`src/hdl/least_served_first_scheduler_assert.svh`:
```
// assertion macros for the least-served-first scheduler
`ifndef LEAST_SERVED_FIRST_SCHEDULER_ASSERT_SVH
`define LEAST_SERVED_FIRST_SCHEDULER_ASSERT_SVH

`ifndef NO_ASSERTIONS
// antecedent in this cycle implies consequent in the same cycle
`define LSFS_ASSERT_SAME(label, ante, cons) \
  label: assert property (@(posedge clk) disable iff (!rst_n) (ante) |-> (cons)) \
    else $error("lsfs assertion failed");
// antecedent in this cycle implies consequent in the next cycle
`define LSFS_ASSERT_NEXT(label, ante, cons) \
  label: assert property (@(posedge clk) disable iff (!rst_n) (ante) |=> (cons)) \
    else $error("lsfs assertion failed");
`else
`define LSFS_ASSERT_SAME(label, ante, cons)
`define LSFS_ASSERT_NEXT(label, ante, cons)
`endif

`endif

```
`src/hdl/lsfs_pkg.sv`:
```
package lsfs_pkg;

  localparam int ID_W   = 6;
  localparam int CNT_W  = 8;
  localparam int SLOT_W = 5;
  localparam int TOT_W  = 16;
  localparam int STAT_W = 3;
  localparam int WAIT_W = 5;

  // configuration register indexes
  localparam logic CFG_SLOTS = 1'b0;
  localparam logic CFG_HELP  = 1'b1;

  // action codes
  localparam logic ACT_ARRIVE = 1'b0;
  localparam logic ACT_SERVE  = 1'b1;

  // result status codes
  localparam logic [STAT_W-1:0] ST_QUEUED  = 3'd0;
  localparam logic [STAT_W-1:0] ST_NO_SLOT = 3'd1;
  localparam logic [STAT_W-1:0] ST_WAITING = 3'd2;
  localparam logic [STAT_W-1:0] ST_LIMIT   = 3'd3;
  localparam logic [STAT_W-1:0] ST_SERVED  = 3'd4;
  localparam logic [STAT_W-1:0] ST_EMPTY   = 3'd5;

  // commands from controller to datapath
  typedef struct packed {
    logic clear;    // clear one service count entry
    logic capture;  // latch the input beat, start count read
    logic exec;     // apply the item and load the result register
  } lsfs_cmd_t;

  // status from datapath to controller
  typedef struct packed {
    logic clear_last;  // last service count entry is being cleared
  } lsfs_stat_t;

endpackage

```
`src/hdl/least_served_first_scheduler.sv`:
```
// Least-served-first waiting room.
// Input stream: one beat is one item; in_tuser is the action (0 arrive,
// 1 serve), in_tdata carries the requester id and the server id.
// Result stream: exactly one beat per item; out_tuser is the status code,
// out_tdata carries the chosen id, server id, remaining services, waiting
// count and the two running totals.
// Configuration: cfg_we writes register cfg_index (0 usable slots,
// 1 help limit) with cfg_data; write only while the block is idle.
// Timing: the service count is read from the count memory into a register
// at the accepting edge, the item is applied in the execute step once the
// result register is free, and its result is registered at the end of that
// step; in_tready returns with the result, so no new item is accepted before
// the last one's result is registered. The sorted insert and the pop are done
// in the execute step by the shift cell row.
// The result register holds a finished beat while a new item is accepted;
// if the receiver stalls, the next item waits in its execute step.
// Reset: synchronous, active low; service counts are then cleared by a
// sweep over the MAX_REQUESTERS entries (64 by default) before the first
// beat is accepted. Configuration writes are taken during the sweep.
module least_served_first_scheduler
  import lsfs_pkg::*;
#(
  parameter int MAX_REQUESTERS = 64,
  parameter int QUEUE_DEPTH    = 16
) (
  input  logic        clk,
  input  logic        rst_n,
  // configuration write port
  input  logic        cfg_we,
  input  logic        cfg_index,
  input  logic [7:0]  cfg_data,
  // input stream
  input  logic        in_tvalid,
  output logic        in_tready,
  input  logic [15:0] in_tdata,   // requester_id[5:0], server_id[11:6], zero fill
  input  logic        in_tuser,   // action
  // result stream
  output logic        out_tvalid,
  input  logic        out_tready,
  // chosen_id[5:0], serving_id[11:6], priority_res[19:12],
  // waiting_count[24:20], total_requests[40:25], total_sessions[56:41], zero fill
  output logic [63:0] out_tdata,
  output logic [2:0]  out_tuser   // status
);

  lsfs_cmd_t  cmd;
  lsfs_stat_t stat;

  logic [STAT_W-1:0] res_status;
  logic [ID_W-1:0]   res_chosen_id;
  logic [ID_W-1:0]   res_serving_id;
  logic [CNT_W-1:0]  res_priority;
  logic [WAIT_W-1:0] res_waiting;
  logic [TOT_W-1:0]  res_requests;
  logic [TOT_W-1:0]  res_sessions;

  lsfs_ctrl u_ctrl (
    .clk        (clk),
    .rst_n      (rst_n),
    .in_tvalid  (in_tvalid),
    .in_tready  (in_tready),
    .out_tvalid (out_tvalid),
    .out_tready (out_tready),
    .stat       (stat),
    .cmd        (cmd)
  );

  lsfs_dp #(
    .MAX_REQUESTERS (MAX_REQUESTERS),
    .QUEUE_DEPTH    (QUEUE_DEPTH)
  ) u_dp (
    .clk             (clk),
    .rst_n           (rst_n),
    .cfg_we          (cfg_we),
    .cfg_index       (cfg_index),
    .cfg_data        (cfg_data),
    .in_action       (in_tuser),
    .in_requester_id (in_tdata[5:0]),
    .in_server_id    (in_tdata[11:6]),
    .cmd             (cmd),
    .stat            (stat),
    .res_status      (res_status),
    .res_chosen_id   (res_chosen_id),
    .res_serving_id  (res_serving_id),
    .res_priority    (res_priority),
    .res_waiting     (res_waiting),
    .res_requests    (res_requests),
    .res_sessions    (res_sessions)
  );

  // result beat packing
  assign out_tuser = res_status;
  assign out_tdata = {7'd0, res_sessions, res_requests, res_waiting,
                      res_priority, res_serving_id, res_chosen_id};

`include "least_served_first_scheduler_assert.svh"

  // one item at a time: no second accept right after an accept
  `LSFS_ASSERT_NEXT(a_one_item, in_tvalid && in_tready, !in_tready)
  // a finished result is never overwritten while stalled
  `LSFS_ASSERT_SAME(a_no_overwrite, cmd.exec, !out_tvalid || out_tready)
  // no item is taken during the count clearing sweep
  `LSFS_ASSERT_SAME(a_clear_blocks, cmd.clear, !in_tready && !cmd.exec)

endmodule

```
`src/hdl/lsfs_ctrl.sv`:
```
module lsfs_ctrl
  import lsfs_pkg::*;
(
  input  logic       clk,
  input  logic       rst_n,
  input  logic       in_tvalid,
  output logic       in_tready,
  output logic       out_tvalid,
  input  logic       out_tready,
  input  lsfs_stat_t stat,
  output lsfs_cmd_t  cmd
);

  typedef enum logic [1:0] {S_CLEAR, S_IDLE, S_EXEC} state_t;

  state_t state_r;
  logic   in_tready_r;
  logic   out_tvalid_r;

  // commands
  assign cmd.clear   = (state_r == S_CLEAR);
  assign cmd.capture = in_tvalid && in_tready_r;
  assign cmd.exec    = (state_r == S_EXEC) && (!out_tvalid_r || out_tready);

  assign in_tready  = in_tready_r;
  assign out_tvalid = out_tvalid_r;

  // state and registered handshake outputs
  always_ff @(posedge clk) begin
    if (!rst_n) begin
      state_r      <= S_CLEAR;
      in_tready_r  <= 1'b0;
      out_tvalid_r <= 1'b0;
    end else begin
      case (state_r)
        S_CLEAR: begin
          if (stat.clear_last) begin
            state_r     <= S_IDLE;
            in_tready_r <= 1'b1;
          end
        end
        S_IDLE: begin
          if (cmd.capture) begin
            state_r     <= S_EXEC;
            in_tready_r <= 1'b0;
          end
        end
        S_EXEC: begin
          if (cmd.exec) begin
            state_r     <= S_IDLE;
            in_tready_r <= 1'b1;
          end
        end
        default: begin
          state_r     <= S_CLEAR;
          in_tready_r <= 1'b0;
        end
      endcase
      if (cmd.exec) begin
        out_tvalid_r <= 1'b1;
      end else if (out_tready) begin
        out_tvalid_r <= 1'b0;
      end
    end
  end

endmodule

```
`src/hdl/lsfs_dp.sv`:
```
module lsfs_dp
  import lsfs_pkg::*;
#(
  parameter int MAX_REQUESTERS = 64,
  parameter int QUEUE_DEPTH    = 16
) (
  input  logic              clk,
  input  logic              rst_n,
  input  logic              cfg_we,
  input  logic              cfg_index,
  input  logic [CNT_W-1:0]  cfg_data,
  input  logic              in_action,
  input  logic [ID_W-1:0]   in_requester_id,
  input  logic [ID_W-1:0]   in_server_id,
  input  lsfs_cmd_t         cmd,
  output lsfs_stat_t        stat,
  output logic [STAT_W-1:0] res_status,
  output logic [ID_W-1:0]   res_chosen_id,
  output logic [ID_W-1:0]   res_serving_id,
  output logic [CNT_W-1:0]  res_priority,
  output logic [WAIT_W-1:0] res_waiting,
  output logic [TOT_W-1:0]  res_requests,
  output logic [TOT_W-1:0]  res_sessions
);

  localparam int IDX_W   = (MAX_REQUESTERS > 1) ? $clog2(MAX_REQUESTERS) : 1;
  localparam int LEN_W   = $clog2(QUEUE_DEPTH + 1);
  localparam int ID_NUM  = 1 << ID_W;
  localparam logic [CNT_W-1:0] CNT_MAX = {CNT_W{1'b1}};

  // configuration registers
  logic [SLOT_W-1:0] slots_r;
  logic [CNT_W-1:0]  help_r;

  always_ff @(posedge clk) begin
    if (!rst_n) begin
      slots_r <= SLOT_W'(16);
      help_r  <= CNT_W'(3);
    end else if (cfg_we) begin
      case (cfg_index)
        CFG_SLOTS: slots_r <= cfg_data[SLOT_W-1:0];
        CFG_HELP:  help_r  <= cfg_data;
        default:   ;
      endcase
    end
  end

  // requester id folded into the requester range, constant table
  logic [ID_W-1:0] mod_tab [ID_NUM];
  for (genvar g = 0; g < ID_NUM; g++) begin : g_mod
    assign mod_tab[g] = ID_W'(g % MAX_REQUESTERS);
  end

  // latched input beat
  logic            action_r;
  logic [ID_W-1:0] rid_r;
  logic [ID_W-1:0] sid_r;

  always_ff @(posedge clk) begin
    if (cmd.capture) begin
      action_r <= in_action;
      rid_r    <= mod_tab[in_requester_id];
      sid_r    <= in_server_id;
    end
  end

  // clear sweep counter over the service count memory
  logic [IDX_W-1:0] clr_cnt_r;

  always_ff @(posedge clk) begin
    if (!rst_n) begin
      clr_cnt_r <= '0;
    end else if (cmd.clear) begin
      clr_cnt_r <= clr_cnt_r + 1'b1;
    end
  end

  assign stat.clear_last = cmd.clear && (clr_cnt_r == IDX_W'(MAX_REQUESTERS - 1));

  // waiting room cells, sorted by service count, head at cell 0
  logic [ID_W-1:0]  cell_id_r  [QUEUE_DEPTH];
  logic [CNT_W-1:0] cell_key_r [QUEUE_DEPTH];
  logic [LEN_W-1:0] len_r;
  logic [TOT_W-1:0] req_tot_r;
  logic [TOT_W-1:0] ses_tot_r;

  // service count memory
  logic [CNT_W-1:0] cnt_mem [MAX_REQUESTERS];
  logic [CNT_W-1:0] cnt_rd_r;
  logic             mem_we;
  logic [IDX_W-1:0] mem_wa;
  logic [CNT_W-1:0] mem_wd;

  always_ff @(posedge clk) begin
    if (mem_we) begin
      cnt_mem[mem_wa] <= mem_wd;
    end
    if (cmd.capture) begin
      cnt_rd_r <= cnt_mem[IDX_W'(mod_tab[in_requester_id])];
    end
  end

  // per-cell compares
  logic [QUEUE_DEPTH-1:0] valid;
  logic [QUEUE_DEPTH-1:0] after;
  logic [QUEUE_DEPTH-1:0] match;

  for (genvar g = 0; g < QUEUE_DEPTH; g++) begin : g_cmp
    assign valid[g] = (32'(g) < 32'(len_r));
    assign after[g] = !valid[g] || (cell_key_r[g] > cnt_rd_r);
    assign match[g] = valid[g] && (cell_id_r[g] == rid_r);
  end

  function automatic logic [CNT_W-1:0] remain(input logic [CNT_W-1:0] cnt,
                                              input logic [CNT_W-1:0] lim);
    remain = (cnt < lim) ? (lim - cnt) : '0;
  endfunction

  // item decision
  logic             full;
  logic             ins_en;
  logic             sh_en;
  logic             empty;
  logic [CNT_W-1:0] head_new;
  logic [STAT_W-1:0] status_nxt;
  logic [LEN_W-1:0]  len_nxt;

  assign full  = (32'(len_r) >= 32'(slots_r)) || (32'(len_r) >= 32'(QUEUE_DEPTH));
  assign empty = (len_r == '0);
  assign head_new = (cell_key_r[0] == CNT_MAX) ? CNT_MAX : cell_key_r[0] + 1'b1;

  always_comb begin
    ins_en     = 1'b0;
    sh_en      = 1'b0;
    status_nxt = ST_EMPTY;
    if (action_r == ACT_ARRIVE) begin
      if (full) begin
        status_nxt = ST_NO_SLOT;
      end else if (|match) begin
        status_nxt = ST_WAITING;
      end else if (cnt_rd_r >= help_r) begin
        status_nxt = ST_LIMIT;
      end else begin
        status_nxt = ST_QUEUED;
        ins_en     = cmd.exec;
      end
    end else if (!empty) begin
      status_nxt = ST_SERVED;
      sh_en      = cmd.exec;
    end
  end

  always_comb begin
    len_nxt = len_r;
    if (ins_en) begin
      len_nxt = len_r + 1'b1;
    end else if (sh_en) begin
      len_nxt = len_r - 1'b1;
    end
  end

  // memory write port: clear sweep or count update on serve
  always_comb begin
    mem_we = cmd.clear || sh_en;
    mem_wa = cmd.clear ? clr_cnt_r : IDX_W'(cell_id_r[0]);
    mem_wd = cmd.clear ? '0 : head_new;
  end

  // cell row: insert with shift toward the tail, or shift toward the head
  for (genvar g = 0; g < QUEUE_DEPTH; g++) begin : g_cell
    logic             prev_after;
    logic [ID_W-1:0]  prev_id;
    logic [CNT_W-1:0] prev_key;
    logic [ID_W-1:0]  next_id;
    logic [CNT_W-1:0] next_key;

    if (g == 0) begin : g_first
      assign prev_after = 1'b0;
      assign prev_id    = rid_r;
      assign prev_key   = cnt_rd_r;
    end else begin : g_inner
      assign prev_after = after[g-1];
      assign prev_id    = cell_id_r[g-1];
      assign prev_key   = cell_key_r[g-1];
    end

    if (g == QUEUE_DEPTH - 1) begin : g_last
      assign next_id  = cell_id_r[g];
      assign next_key = cell_key_r[g];
    end else begin : g_body
      assign next_id  = cell_id_r[g+1];
      assign next_key = cell_key_r[g+1];
    end

    always_ff @(posedge clk) begin
      if (ins_en && after[g]) begin
        if (!prev_after) begin
          cell_id_r[g]  <= rid_r;
          cell_key_r[g] <= cnt_rd_r;
        end else begin
          cell_id_r[g]  <= prev_id;
          cell_key_r[g] <= prev_key;
        end
      end else if (sh_en) begin
        cell_id_r[g]  <= next_id;
        cell_key_r[g] <= next_key;
      end
    end
  end

  // room length and running totals
  always_ff @(posedge clk) begin
    if (!rst_n) begin
      len_r     <= '0;
      req_tot_r <= '0;
      ses_tot_r <= '0;
    end else begin
      len_r <= len_nxt;
      if (ins_en) begin
        req_tot_r <= req_tot_r + 1'b1;
      end
      if (sh_en) begin
        ses_tot_r <= ses_tot_r + 1'b1;
      end
    end
  end

  // result register
  always_ff @(posedge clk) begin
    if (cmd.exec) begin
      res_status  <= status_nxt;
      res_waiting <= WAIT_W'(len_nxt);
      res_requests <= ins_en ? req_tot_r + 1'b1 : req_tot_r;
      res_sessions <= sh_en ? ses_tot_r + 1'b1 : ses_tot_r;
      if (action_r == ACT_ARRIVE) begin
        res_chosen_id  <= rid_r;
        res_serving_id <= '0;
        res_priority   <= remain(cnt_rd_r, help_r);
      end else if (empty) begin
        res_chosen_id  <= '0;
        res_serving_id <= '0;
        res_priority   <= '0;
      end else begin
        res_chosen_id  <= cell_id_r[0];
        res_serving_id <= sid_r;
        res_priority   <= remain(head_new, help_r);
      end
    end
  end

endmodule
```
`config.mk`:
```
export PLATFORM = sky130hd
export DESIGN_NAME = least_served_first_scheduler
export DESIGN_NICKNAME = d
export VERILOG_FILES = /design/src/hdl/lsfs_pkg.sv /design/src/hdl/least_served_first_scheduler.sv /design/src/hdl/lsfs_ctrl.sv /design/src/hdl/lsfs_dp.sv
export VERILOG_INCLUDE_DIRS = /design/src /design/src/hdl
export SDC_FILE = /design/constraint.sdc
export NUM_CORES = 1
export LEC_CHECK = 0
export BUFFER_PORTS_ARGS = -buffer_cell sky130_fd_sc_hd__buf_2
export CELL_PAD_IN_SITES_DETAIL_PLACEMENT = 2
export CELL_PAD_IN_SITES_GLOBAL_PLACEMENT = 2
export CORE_ASPECT_RATIO = 1.4
export CORE_MARGIN = 2
export CORE_UTILIZATION = 38
export CTS_BUF_LIST = sky130_fd_sc_hd__clkbuf_8
export CTS_CLUSTER_SIZE = 10
export DETAILED_ROUTE_END_ITERATION = 7
export PLACE_DENSITY_LB_ADDON = 0.3
export SYNTH_ARGS = -nofsm -noshare
export SYNTH_HDL_FRONTEND = slang
export SYNTH_SLANG_ARGS = --single-unit
export TNS_END_PERCENT = 10
```
`constraint.sdc`:
```
create_clock -name clk -period 6.4 [get_ports clk]
set_input_delay 0.64 -clock clk [delete_from_list [all_inputs] [get_ports clk]]
set_output_delay 0.64 -clock clk [all_outputs]
set_load 0.02 [all_outputs]
```
* After elaboration in Yosys (flattened, before gate mapping)
Memory sizes are Yosys's and may differ from the RTL's. A register that Yosys moved wholly into a read port is not among the register bits.
Index checks and enable logic that the tools add are counted.
** Cells by class
- Add/sub/neg operators :: 8
- Magnitude comparators :: 38
- Equal/unequal tests :: 23
- Mux-type cells :: 225
- Bitwise operators :: 65
- Reduce and logical (&&, ||, !) cells :: 79
** Operators with widths (count)
- 2-to-1 mux 8 bit :: 37
- 2-to-1 mux 6 bit :: 36
- 2-to-1 mux 1 bit :: 139
- greater-than comparator 8 bit :: 16
- equality test 6 bit :: 16
- OR 1 bit :: 62
- less-than comparator 4 x 5 -> 1 bit (first input constant) :: 8
- logical AND 1 bit :: 35
- adder 16 x 1 -> 16 bit (second input constant) :: 2
- 2-to-1 mux 16 bit :: 2
- less-than comparator 3 x 5 -> 1 bit (first input constant) :: 4
- logical OR 1 bit :: 19
- logical NOT 1 bit :: 17
- less-than comparator 8 bit :: 2
- OR reduction 16 bit :: 1
- subtractor 8 bit :: 2
- less-than comparator 1 x 5 -> 1 bit (first input constant) :: 2
- less-than comparator 2 x 5 -> 1 bit (first input constant) :: 2
- 2-to-1 mux 5 bit :: 2
- 2-to-1 mux 3 bit :: 3
- adder 8 x 1 -> 8 bit (second input constant) :: 1
- equality test 8 bit (second input constant) :: 1
- >= comparator 8 bit :: 1
- 2-to-1 mux 2 bit :: 4
- 21 further kinds :: 24
** Word-level totals
- Bits in registers :: 133
- Memory bits (writable) :: 736
- Memory bits (read-only) :: 384
- Input bits :: 31
- Output and inout port bits :: 69
- Word-level logic and storage cells :: 461
- Memories kept :: 4
** Memories
- u_dp.cnt_mem :: words 64, bits a word 8, rd ports 1, clocked after Yosys merged registers in 1, write ports 1, line lsfs_dp.sv:88 : logic [CNT_W-1:0] cnt_mem [MAX_REQUESTERS];
- (name not given) :: words 64, bits a word 6, rd ports 1, clocked after Yosys merged registers in 0, write ports 0, line lsfs_dp.sv:62 : rid_r <= mod_tab[in_requester_id];
- u_dp.cell_key_r :: words 16, bits a word 8, rd ports 16, clocked after Yosys merged registers in 0, write ports 16, line lsfs_dp.sv:82 : logic [CNT_W-1:0] cell_key_r [QUEUE_DEPTH];
- u_dp.cell_id_r :: words 16, bits a word 6, rd ports 16, clocked after Yosys merged registers in 0, write ports 16, line lsfs_dp.sv:81 : logic [ID_W-1:0] cell_id_r [QUEUE_DEPTH];

* Logic depth before layout (Yosys ltp)
Gate-level depths: netlist of the first run.
- Depth after elaboration :: 12
- Mapped depth :: 16

* Cells and area by module
Synthesis of the first run repeated with hierarchy kept, for this count alone.
** Unflattened totals
- Cells, all modules :: 2867
- Area, all modules :: 41255.8 um^2
** Modules (own cells, without submodules)
- lsfs_dp :: instances 1, cells an instance 2842, area each 41038.1 um^2, seq. area each 25654.6 um^2
- lsfs_ctrl :: instances 1, cells an instance 17, area each 161.4 um^2, seq. area each 60.1 um^2
- least_served_first_scheduler :: instances 1, cells an instance 8, area each 56.3 um^2, seq. area each 0.0 um^2

* Worst setup path after synthesis of the first run
No wires, ideal clock.
- Kind :: input to register
- Start :: input out_tready
- End :: memory u_dp.cnt_mem[20][0] (enable)
- Data arrival time :: 4.970 ns
- Required time :: 6.030 ns
- Setup slack :: 1.060 ns
- Stages :: 7
- Buffers on the path :: 1
- Path through :: nor2b_1 nor2_1 nand2_1 clkbuf_1 nand2_1 nand3_1 nor2_1
** RTL lines
- start, declared :: line least_served_first_scheduler.sv:39 : input logic out_tready,
- end, declared :: line lsfs_dp.sv:88

==> results of run 1 <==
[how the worst max path moves through the flow]
stage / end / slack [ps] / cells after the start
3_5_place_dp: u_dp.cell_id_r[1][13] / 1180 / 8
2_1_floorplan: u_dp.cnt_mem[20][0] / 1060 / 7
6_report: u_dp.cell_id_r[1][13] / 1240 / 8
3_3_place_gp: u_dp.cell_key_r[3][9] / 1310 / 8
4_1_cts: u_dp.cell_id_r[1][13] / 1190 / 8
5_1_grt: u_dp.cell_id_r[1][31] / 1100 / 8
[synthesized netlist by cell type (4+ instances only)]
master / count / area [um^2]
nor2_1: 143 / 536.8
nand3b_1: 8 / 60.06
buf_2: 22 / 110.1
clkbuf_1: 100 / 375.4
buf_1: 21 / 78.83
a31oi_1: 6 / 37.54
a211oi_1: 10 / 75.07
nor3_1: 21 / 105.1
mux2i_1: 175 / 1752
or3_1: 13 / 81.33
a22o_1: 6 / 52.55
nand2_1: 306 / 1149
xor2_1: 58 / 508.0
buf_4: 15 / 112.6
nand3_1: 99 / 495.5
o21a_1: 5 / 37.54
o221a_1: 10 / 112.6
and3_1: 13 / 81.33
and4_1: 6 / 52.55
o221ai_1: 5 / 43.79
o21ai_0: 176 / 880.8
a21o_1: 19 / 142.6
o31ai_1: 7 / 52.55
ha_1: 149 / 1864
mux2_1: 9 / 101.4
nand4_1: 43 / 269.0
a211o_1: 30 / 262.8
mux2_2: 7 / 78.83
o22ai_1: 9 / 56.30
inv_1: 49 / 183.9
dfxtp_1: 59 / 1181
nand2b_1: 32 / 200.2
nor4_1: 26 / 162.7
o221a_2: 4 / 45.04
mux4_2: 168 / 3784
nor2b_1: 12 / 75.07
a21oi_1: 88 / 440.4
and2_1: 30 / 187.7
buf_6: 13 / 146.4
o21ai_1: 8 / 40.04
edfxtp_1: 817 / 24530
xnor2_1: 78 / 683.2
o211ai_1: 21 / 157.7
[layer usage]
layer	track usage	up-vias	part of all wire
met1	0.2535	13850	0.37
met2	0.4568	594	0.56
met5	0	-	0.00012
met3	0.03648	278	0.031
met4	0.1074	2	0.044
li1	-	11630	-
[sequential cells by signal, indices dropped and copies added, names as in the netlist, 2 cells and up]
name                 flops
u_dp.res_serving_id      6
u_dp.cell_key_r        128
u_dp.help_r              8
u_dp.res_status          3
u_dp.res_waiting         5
u_dp.res_sessions       16
u_dp.len_r               5
u_dp.res_requests       16
u_dp.g_cell.prev_id      6
u_dp.cell_id_r          96
u_ctrl.state_r           2
u_dp.ses_tot_r          16
u_dp.req_tot_r          16
u_dp.cnt_rd_r            8
u_dp.sid_r               6
u_dp.clr_cnt_r           6
u_dp.res_priority        8
u_dp.slots_r             5
u_dp.cnt_mem           512
u_dp.res_chosen_id       6
[layout make-up]
class / instances / area [um^2]
Antenna cell: 2 / 5.005
Clock buffer: 153 / 2106
Clock inverter: 110 / 563.0
Fill cell: 10770 / 62060
Inverter: 51 / 191.4
Multi-Input combinational cell: 1841 / 15150
Sequential cell: 876 / 25710
Tap cell: 1450 / 1814
Timing Repair Buffer: 174 / 1185
[through the flow]
stage	power, mW	hold WS [ps]	instance area [um^2]
after floorplan	6.591	454.4	41760
after global placement	6.717	463.4	43900
after detailed placement	6.740	497.6	43900
after CTS	11.46	88.61	46720
after global routing	11.68	135.2	46720
final	11.32	215.3	46720
[logic make-up after synthesis]
family | share of synthesized area
buf+inv | 0.02431
fa+ha+maj | 0.04562
flops | 0.6161
compound gates | 0.06235
xor+xnor | 0.02854
mux | 0.1369
simple gates | 0.08609
other cells | 0.00008984
[critical path, stage by stage, from the launching register on]
cell and delay, ps:
dfxtp_1 530, nor3_4 570, o21ai_1 490, and4_1 310
nor4_1 450, and4_1 870, nand3_1 950, mux2i_1 510
o21ai_0 160
[what timing repair did]
item,in CTS,in global routing
hold buffers,15,0
setup buffers,0,0
endpoints found under the hold margin,19,0
[power breakdown]
| group | internal (mW) | total [mW] | switching (mW) | leakage, nW |
|---|---|---|---|---|
| clock | 2.28 | 4.70 | 2.42 | 1.52 |
| sequential | 6.20 | 6.21 | 0.0150 | 7.91 |
| combinational | 0.175 | 0.410 | 0.235 | 7.61 |
==> metrics.txt, run 1 <==
initial antenna violation count 4; Synth cell types 69; Final WS setup 1241 ps; first-pass GRT wire length 198.5 mm; Max Freq 193.8 MHz; most frequent cells in the layout edfxtp_1, nand2_1, mux2i_1; clock buffer depth 3; Port Buffer Count 88; Final ANT Viol Nets 0; clk_lat worst skew 850 ps; EDFF count, synth 817; RSZ-0062 raised after global routing false; crit path capture type flip-flop; Pre-Repair DR Iteration Count 5; Core ar. 108800 um^2; Critical Path AT roughly 5700 ps; Post-Syn Area 41740 um^2; Num CTS Buffers approximately 150; clk slew on worst S/H paths 60 ps; initial drt markers 1613; H-tree depth 4; Tightest Hold Check Type primary input to flip-flop; Sink Count 876; Initial Util 0.3837; Final Max Tran Viols 0; sequential cell area fraction in the yosys report 0.6161; Final Util 0.4295; Hold Crit Endpoint u_dp.g_cell[0].prev_id[5]; root buffer cell clkbuf_8; worst clock skew ~43 ps; most common cell after layout, fill and taps aside edfxtp_1; cells on worst reg2reg path 8; max_cap viols 0; Total Wirelength 133.1 mm; remaining global-route overflow 0; Placed Instances 4377; Slew HR 0.1859; critical path class flip-flop to flip-flop; CP max FO 18; mean post-synth cell area 14.23 um^2; total negative slack 0 ps; # setup viols final 0; hold depth 1; total leakage power 17.05 nW; Post-synth top flop edfxtp_1; CTS tree yes; crit path time final between 5000 and 6000 ps; post_cts resized 0; pwr dens 242.3 nW/um^2; Period Utilization, post-route 0.8061; IO Pins 100; Syn Inst Count 2933; R2R Path End u_dp.cell_id_r[1][13]; Yosys reg bits around 880; Worst Path Required 6950 ps; pin count of the biggest net entering global routing 233; flop2flop setup slack 1240 ps; nets 3271; Final Hold Fails 0; Max VDD drop ~0.00026 V; via/cell ratio approximately 5.7; Tightest Pin Transition roughly 1200 ps; final cell count without fillers 4657; Horiz. Die Dim 284.1 um; HPWL Detailed 91.97 mm; die area 112500 um^2; routability cong. about 0.84; # rows 143; r2r startpoint u_dp.len_r[2]; post-DR wirelength/cell ~29 um; residual DRC count 0; share of post-route cells with drive strength above 1 0.1725; Synth Warn # 0; pre-CTS WS ~1200 ps; CP startpoint u_dp.len_r[2]; GRT Overall Usage 0.2377; vias in the first global route 29830; min-delay src in_tdata[5]; Syn-to-layout area delta 11.94%; die height a little under 400 um; CP startpoint kind flip-flop; vias roughly 26000; async set-or-reset flop fraction in the synthesized netlist 0; status finished, final reports clean
Note: power is estimated with default switching activity, not from simulation.
==> run 2, diff against run 1 <==
--- a/config.mk
+++ b/config.mk
@@ -6,6 +6,7 @@
 export SDC_FILE = /design/constraint.sdc
 export NUM_CORES = 1
 export LEC_CHECK = 0
+export ABC_AREA = 1
 export BUFFER_PORTS_ARGS = -buffer_cell sky130_fd_sc_hd__buf_2
 export CELL_PAD_IN_SITES_DETAIL_PLACEMENT = 2
 export CELL_PAD_IN_SITES_GLOBAL_PLACEMENT = 2
==> constraint.sdc (replaced) <==
create_clock -name clk -period 5.2 [get_ports clk]
set_input_delay 0.52 -clock clk [delete_from_list [all_inputs] [get_ports clk]]
set_output_delay 0.52 -clock clk [all_outputs]
set_load 0.02 [all_outputs]
==> run 2 against run 1 <==
  * Via count grew 35%
  * Cell count rose by 35%
  * Non-clock buffer count grew 37
  * Register-to-register slack worse by 370 ps
  * Largest cell class unchanged
==> metrics.txt, run 2 <==
status finished, final reports clean (unchanged); Buf/Inv on CP 2 (was 0); Period Utilization, post-route 0.8332 (was 0.8061); Sw Share 0.2495 (was 0.2358); worst-path cell with the longest stage delay edfxtp_1 (was nand3_1); routability cong. 0.8299 (was 0.8387); critical path's top delay family simple AND/OR/NAND/NOR gates (unchanged); total negative slack 0 ps (unchanged); Hold Slack 51.79 ps (was 215.3 ps); initial antenna violation count 4 (unchanged); cells on worst reg2reg path 16 (was 8); Final Max Tran Viols 0 (unchanged); worst clock skew 59.46 ps (was 43.36 ps); Syn-to-layout area delta 11.32% (was 11.94%); r2r startpoint u_dp.g_cell[0].prev_id[4] (was u_dp.len_r[2]); most common cell after layout, fill and taps aside nand2_1 (was edfxtp_1); Synth cell types 48 (was 69); crit path capture type flip-flop (unchanged); HPWL Detailed 106.3 mm (was 91.97 mm); clk_lat worst skew 900 ps (was 850 ps); Largest Register u_dp.cnt_mem (unchanged); Syn Inst Count 4595 (was 2933); vias 35450 (was 26350); mean post-synth cell area 9.607 um^2 (was 14.23 um^2); Critical Path Most Common Cell nand2_1 (was and4_1); async set-or-reset flop fraction in the synthesized netlist 0 (unchanged); Synth Warn # 0 (unchanged); residual DRC count 0 (unchanged); # setup viols final 0 (unchanged); Max VDD drop 0.0002620 V (was 0.0002645 V); Int Pwr 10.73 mW (was 8.653 mW); Total Wirelength 159.9 mm (was 133.1 mm); cell taking the most area after synthesis edfxtp_1 (unchanged); Comb power frac 0.037 (was 0.036); clock buffer depth 3 (unchanged); GRT Overall Usage 0.2668 (was 0.2377); Final Hold Fails 0 (unchanged); Initial Util 0.3814 (was 0.3837); critical path class flip-flop to flip-flop (unchanged); CP max FO 37 (was 18); Placed Instances 6005 (was 4377); CP startpoint kind flip-flop (unchanged); Largest regs u_dp.cnt_mem x512, u_dp.cell_key_r x128, u_dp.cell_id_r x96 (unchanged); Tightest Pin Transition 1264 ps (was 1217 ps); Port Buffer Count 88 (unchanged); Post-synth top cells nand2_1, edfxtp_1, nor2_1, o21ai_0, inv_1 (was edfxtp_1, nand2_1, o21ai_0, mux2i_1, mux4_2); Critical Path AT 5060 ps (was 5710 ps); Pre-Repair DR Iteration Count 5 (unchanged); Seq pwr share 0.534 (was 0.549); top cell type's share of synthesized area 0.5558 (was 0.5878); die area 118900 um^2 (was 112500 um^2); CTS tree yes (unchanged); H-tree depth 4 (unchanged); share of post-route cells with drive strength above 1 0.09114 (was 0.1725); Tightest Hold Check Type primary input to flip-flop (unchanged); Post-Syn Area 44140 um^2 (was 41740 um^2); critical path endpoint u_dp.cell_key_r[2][6] (was u_dp.cell_id_r[1][13]); Slew HR 0.1553 (was 0.1859); clk slew on worst S/H paths 70 ps (was 60 ps); count leader, synth nand2_1 (was edfxtp_1); die height 407.3 um (was 396.1 um); flop2flop setup slack 870 ps (was 1240 ps); Filler cells 12470 (was 10770); EDFF count, synth 817 (unchanged); Core ar. 115700 um^2 (was 108800 um^2); Stages on worst setup path 16 (was 8); crit-path max cell delay 590 ps (was 950 ps); Largest register FFs 512 (unchanged); Num CTS Buffers 151 (was 145); final cell count without fillers 6298 (was 4657); Horiz. Die Dim 292.1 um (was 284.1 um); via/cell ratio 5.628 (was 5.658); Worst Path Required 5930 ps (was 6950 ps); RSZ-0062 raised after global routing false (unchanged); clock network power share 0.428 (was 0.415); post-DR wirelength/cell 25.38 um (was 28.58 um); Area contributors post-synth edfxtp_1, nand2_1, nor2_1 (was edfxtp_1, mux4_2, ha_1); Max Freq 230.8 MHz (was 193.8 MHz); CP startpoint u_dp.g_cell[0].prev_id[4] (was u_dp.len_r[2]); root buffer cell clkbuf_8 (unchanged); cells along the critical path buf_4 > inv_4 > nand2_1 > nand2_1 > nor2_1 > nand3_1 > nor2_1 > nor2_1 > nand2_1 > nor2_4 > nand3_4 > nor2_8 > nand3b_2 > nand2_1 > nand2_1 > nand2_1 (was nor3_4 > o21ai_1 > and4_1 > nor4_1 > and4_1 > nand3_1 > mux2i_1 > o21ai_0); Post-synth top flop edfxtp_1 (unchanged); pin count of the biggest net entering global routing 116 (was 233); sequential cell area fraction in the yosys report 0.5825 (was 0.6161); first-pass GRT wire length 241.3 mm (was 198.5 mm); most frequent cells in the layout nand2_1, edfxtp_1, nor2_1 (was edfxtp_1, nand2_1, mux2i_1); Yosys reg bits 876 (unchanged); crit path time final 4332 ps (was 5159 ps); initial drt markers 1951 (was 1613); vias in the first global route 39450 (was 29830); Sink Count 876 (unchanged); IO Pins 100 (unchanged); R2R Path End u_dp.cell_key_r[2][6] (was u_dp.cell_id_r[1][13]); nets 4858 (was 3271); Final ANT Viol Nets 0 (unchanged); post_cts resized 0 (unchanged); pwr dens 290.8 nW/um^2 (was 242.3 nW/um^2); max_cap viols 0 (unchanged); # rows 148 (was 143); P_sw 3.567 mW (was 2.670 mW); remaining global-route overflow 0 (unchanged); total leakage power 18.21 nW (was 17.05 nW)
[run 2: repair_timing]
item	in CTS	in global routing
setup buffers	0	0
hold endpoints to repair	21	0
hold buffers	18	0
[run 2: power groups by stage]
stage / Sequential [mW] / Clock [mW] / Combinational [mW]
final: 7.64 / 6.12 / 0.533
after floorplan: 7.78 / 0 / 0.300
after CTS: 7.64 / 6.22 / 0.531
after global routing: 7.64 / 6.49 / 0.575
after global placement: 7.79 / 0 / 0.490
after detailed placement: 7.79 / 0 / 0.517
[run 2: worst min-delay path by stage]
stage,start,end,cells past startpoint
detailed placement,u_dp.slots_r[1],u_dp.slots_r[1],2
CTS,in_tvalid,u_ctrl.state_r[0],4
floorplan,u_dp.action_r,u_dp.res_status[2],0
global placement,u_dp.slots_r[1],u_dp.slots_r[1],2
global route,in_tvalid,u_ctrl.state_r[0],4
finish,in_tvalid,u_ctrl.state_r[0],4
[run 2: metrics by stage]
stage | instance area, um^2 | util | worst slack, ps | power (mW)
CTS | 49130 | 0.4245 | 838.8 | 14.39
finish | 49140 | 0.4246 | 867.6 | 14.29
global placement | 46150 | 0.3988 | 887.6 | 8.276
floorplan | 44170 | - | 949.7 | 8.082
global route | 49140 | 0.4246 | 562.5 | 14.71
detailed placement | 46150 | 0.3988 | 862.2 | 8.305
[run 2: cell type report]
class	instances	area [um^2]	share of cell area
flip-flops and latches	876	25710	0.5233
multi-input cells	3091	15900	0.3235
repair buffers	211	1530	0.03114
inverters	345	1314	0.02673
well taps	1500	1877	0.03819
clock buffers	154	2120	0.04313
clock inverters	118	684.4	0.01393
diodes	3	7.507	0.0001528
[run 2: cell families after synthesis]
family | Yosys count | synth area share
simple gates | 2067 | 0.2005
flops | 876 | 0.5825
compound gates | 779 | 0.09603
buf+inv | 634 | 0.06049
fa+ha+maj | 151 | 0.04314
xor+xnor | 87 | 0.01726
other cells | 1 | 0.00008495
[run 2: layer usage]
layer | track usage | part of all wire
met1 | 0.2848 | 0.37
met2 | 0.5126 | 0.55
met3 | 0.03302 | 0.029
met4 | 0.1292 | 0.048
met5 | 0 | 0.000050
[run 2: worst reg2reg max path: stages, from the launching register on]
cell,delay (ps)
edfxtp_1,590
buf_4,290
inv_4,270
nand2_1,100
nand2_1,70
nor2_1,50
nand3_1,70
nor2_1,60
nor2_1,170
nand2_1,160
nor2_4,200
nand3_4,120
nor2_8,590
nand3b_2,540
nand2_1,580
nand2_1,240
nand2_1,110
==> run 3, diff against run 2 <==
==> constraint.sdc (replaced) <==
create_clock -name clk -period 4.03 [get_ports clk]
set_input_delay 0.403 -clock clk [delete_from_list [all_inputs] [get_ports clk]]
set_output_delay 0.403 -clock clk [all_outputs]
set_load 0.02 [all_outputs]
==> run 3 against run 2 <==
  * Clock skew down 5.6 ps
  * Design area is 2.4% higher
  * Routed wire length up 4.7%
  * Clock-buffer cell count fell by 1
  * Setup slack worse by 700 ps
  * Die area did not move
  * First-iteration DRC count increased by 27%
  * Hold slack improved by 85 ps
  * Global-route usage rose by 1.3 points
  * Fmax grew 12%
==> metrics.txt, run 3 (synthesized netlist as in run 2, its figures left out) <==
share of post-route cells with drive strength above 1 0.1166 (was 0.09114); vias in the first global route 40570 (was 39450); die area 118900 um^2 (unchanged); GRT Overall Usage 0.2796 (was 0.2668); Largest Register u_dp.cnt_mem (unchanged); worst-path cell with the longest stage delay edfxtp_1 (unchanged); Horiz. Die Dim 292.1 um (unchanged); total negative slack 0 ps (unchanged); crit-path max cell delay 630 ps (was 590 ps); max_cap viols 0 (unchanged); Period Utilization, post-route 0.9592 (was 0.8332); H-tree depth 4 (unchanged); # setup viols final 0 (unchanged); CTS tree yes (unchanged); first-pass GRT wire length 252.1 mm (was 241.3 mm); Sw Share 0.2563 (was 0.2495); Filler cells 12290 (was 12470); # rows 148 (unchanged); Critical Path Most Common Cell nand2_1 (unchanged); IO Pins 100 (unchanged); remaining global-route overflow 0 (unchanged); CP max FO 36 (was 37); vias 36520 (was 35450); P_sw 4.728 mW (was 3.567 mW); Int Pwr 13.72 mW (was 10.73 mW); Port Buffer Count 88 (unchanged); post-CTS setup buffers 0 (unchanged); Critical Path AT 4610 ps (was 5060 ps); crit path capture type flip-flop (unchanged); Syn-to-layout area delta 14.05% (was 11.32%); crit path time final 3866 ps (was 4332 ps); residual DRC count 0 (unchanged); Core ar. 115700 um^2 (unchanged); status finished, final reports clean (unchanged); Max VDD drop 0.0003411 V (was 0.0002620 V); Buf/Inv on CP 4 (was 2); cells along the critical path inv_1 > ha_1 > nand2_1 > inv_1 > a21oi_1 > o211ai_1 > nand2_1 > inv_1 > nand3_4 > nor2_8 > buf_4 > nand3_4 > nand2_1 > nand3_1 > nand2_1 (was buf_4 > inv_4 > nand2_1 > nand2_1 > nor2_1 > nand3_1 > nor2_1 > nor2_1 > nand2_1 > nor2_4 > nand3_4 > nor2_8 > nand3b_2 > nand2_1 > nand2_1 > nand2_1); Initial Util 0.3814 (unchanged); Sink Count 876 (unchanged); total leakage power 18.94 nW (was 18.21 nW); clk_lat worst skew 910 ps (was 900 ps); initial antenna violation count 3 (was 4); most frequent cells in the layout nand2_1, edfxtp_1, nor2_1 (unchanged); critical path class flip-flop to flip-flop (unchanged); clock buffer depth 3 (unchanged); root buffer cell clkbuf_8 (unchanged); clock network power share 0.426 (was 0.428); Tightest Hold Check Type primary input to flip-flop (unchanged); die height 407.3 um (unchanged); Num CTS Buffers 150 (was 151); routability cong. 0.8249 (was 0.8299); post-DR wirelength/cell 26.01 um (was 25.38 um); Slew HR 0.2178 (was 0.1553); Largest register FFs 512 (unchanged); pwr dens 366.5 nW/um^2 (was 290.8 nW/um^2); Final WS setup 164.4 ps (was 867.6 ps); initial drt markers 2473 (was 1951); HPWL Detailed 110.3 mm (was 106.3 mm); clk slew on worst S/H paths 70 ps (about the same); pre-CTS WS 336.9 ps (was 862.2 ps); Seq pwr share 0.534 (about the same); Final Hold Fails 0 (unchanged); Largest regs u_dp.cnt_mem x512, u_dp.cell_key_r x128, u_dp.cell_id_r x96 (unchanged); Worst Path Required 4780 ps (was 5930 ps); Total Wirelength 167.3 mm (was 159.9 mm); Pre-Repair DR Iteration Count 5 (unchanged); CP startpoint kind flip-flop (unchanged); Comb power frac 0.040 (was 0.037); worst clock skew 53.82 ps (was 59.46 ps); critical path's top delay family simple AND/OR/NAND/NOR gates (unchanged); Final Max Tran Viols 0 (unchanged); Max Freq 258.7 MHz (was 230.8 MHz); Tightest Pin Transition 1171 ps (was 1264 ps); Final ANT Viol Nets 0 (unchanged); most common cell after layout, fill and taps aside nand2_1 (unchanged); pin count of the biggest net entering global routing 128 (was 116); nets 4995 (was 4858); via/cell ratio 5.678 (was 5.628)
run 3: through the flow:
stage                     hold slack (ps)  instance area [um^2]  utilization  power, mW  std cells
after floorplan                     424.4                 44170            -      10.43       4601
final                               136.9                 50340       0.4350      18.45       6433
after global placement              462.9                 47280       0.4085      10.69       6132
after CTS                           42.72                 50330       0.4349      18.58       6431
after detailed placement            475.1                 47280       0.4085      10.73       6132
after global routing                94.51                 50340       0.4350      18.99       6433
run 3: layout make-up:
type                            count  area, um^2  share of cell area
Antenna cell                        2       5.005          0.00009941
Clock inverter                    117       656.9             0.01305
Clock buffer                      153        2106             0.04183
Tap cell                         1500        1877             0.03728
Timing Repair Buffer              349        2769             0.05500
Multi-Input combinational cell   3091       15900              0.3159
Inverter                          345        1314             0.02610
Sequential cell                   876       25710              0.5108
run 3: worst register-to-register path, stage by stage, from the launching register on:
cell,delay [ps]
edfxtp_1,630
inv_1,250
ha_1,420
nand2_1,70
inv_1,80
a21oi_1,150
o211ai_1,290
nand2_1,180
inv_1,150
nand3_4,110
nor2_8,320
buf_4,470
nand3_4,300
nand2_1,150
nand3_1,80
nand2_1,90
run 3: metal layers:
metal  track usage  vias up  wire [um]  share of wire
li1              -    16420          -              -
met2        0.5255      915      90230           0.54
met3       0.03269      432       5482          0.033
met4        0.1607        2       9681          0.058
met5             0        -         15       0.000090
met1        0.2999    18750      61880           0.37
run 3: path summary, 6_finish.rpt:
| kind | startpoint | end | slack (ps) | depth (start not counted) |
|---|---|---|---|---|
| worst min register to register | u_dp.slots_r[1] | u_dp.slots_r[1] | 480 | 2 |
| worst max register to register | u_dp.cnt_rd_r[2] | u_dp.cell_id_r[1][25] | 160 | 15 |
| worst min-delay path | in_tdata[4] | u_dp.g_cell[0].prev_id[4] | 140 | 1 |
| worst max-delay path | u_dp.cnt_rd_r[2] | u_dp.cell_id_r[1][25] | 160 | 15 |
run 3: power by group through the flow:
| stage | clock [mW] | sequential, mW | combinational (mW) |
|---|---|---|---|
| after floorplan | 0 | 10.0 | 0.388 |
| final | 7.86 | 9.86 | 0.731 |
| after CTS | 8.00 | 9.86 | 0.721 |
| after global routing | 8.35 | 9.86 | 0.783 |
| after detailed placement | 0 | 10.1 | 0.682 |
| after global placement | 0 | 10.0 | 0.647 |
run 3: repair_timing:
action / 4_1_cts / 5_1_grt
setup endpoints to repair: 0 / 7
gates resized for setup: 0 / 2
endpoints found under the hold margin: 27 / 0
hold buffers: 29 / 0
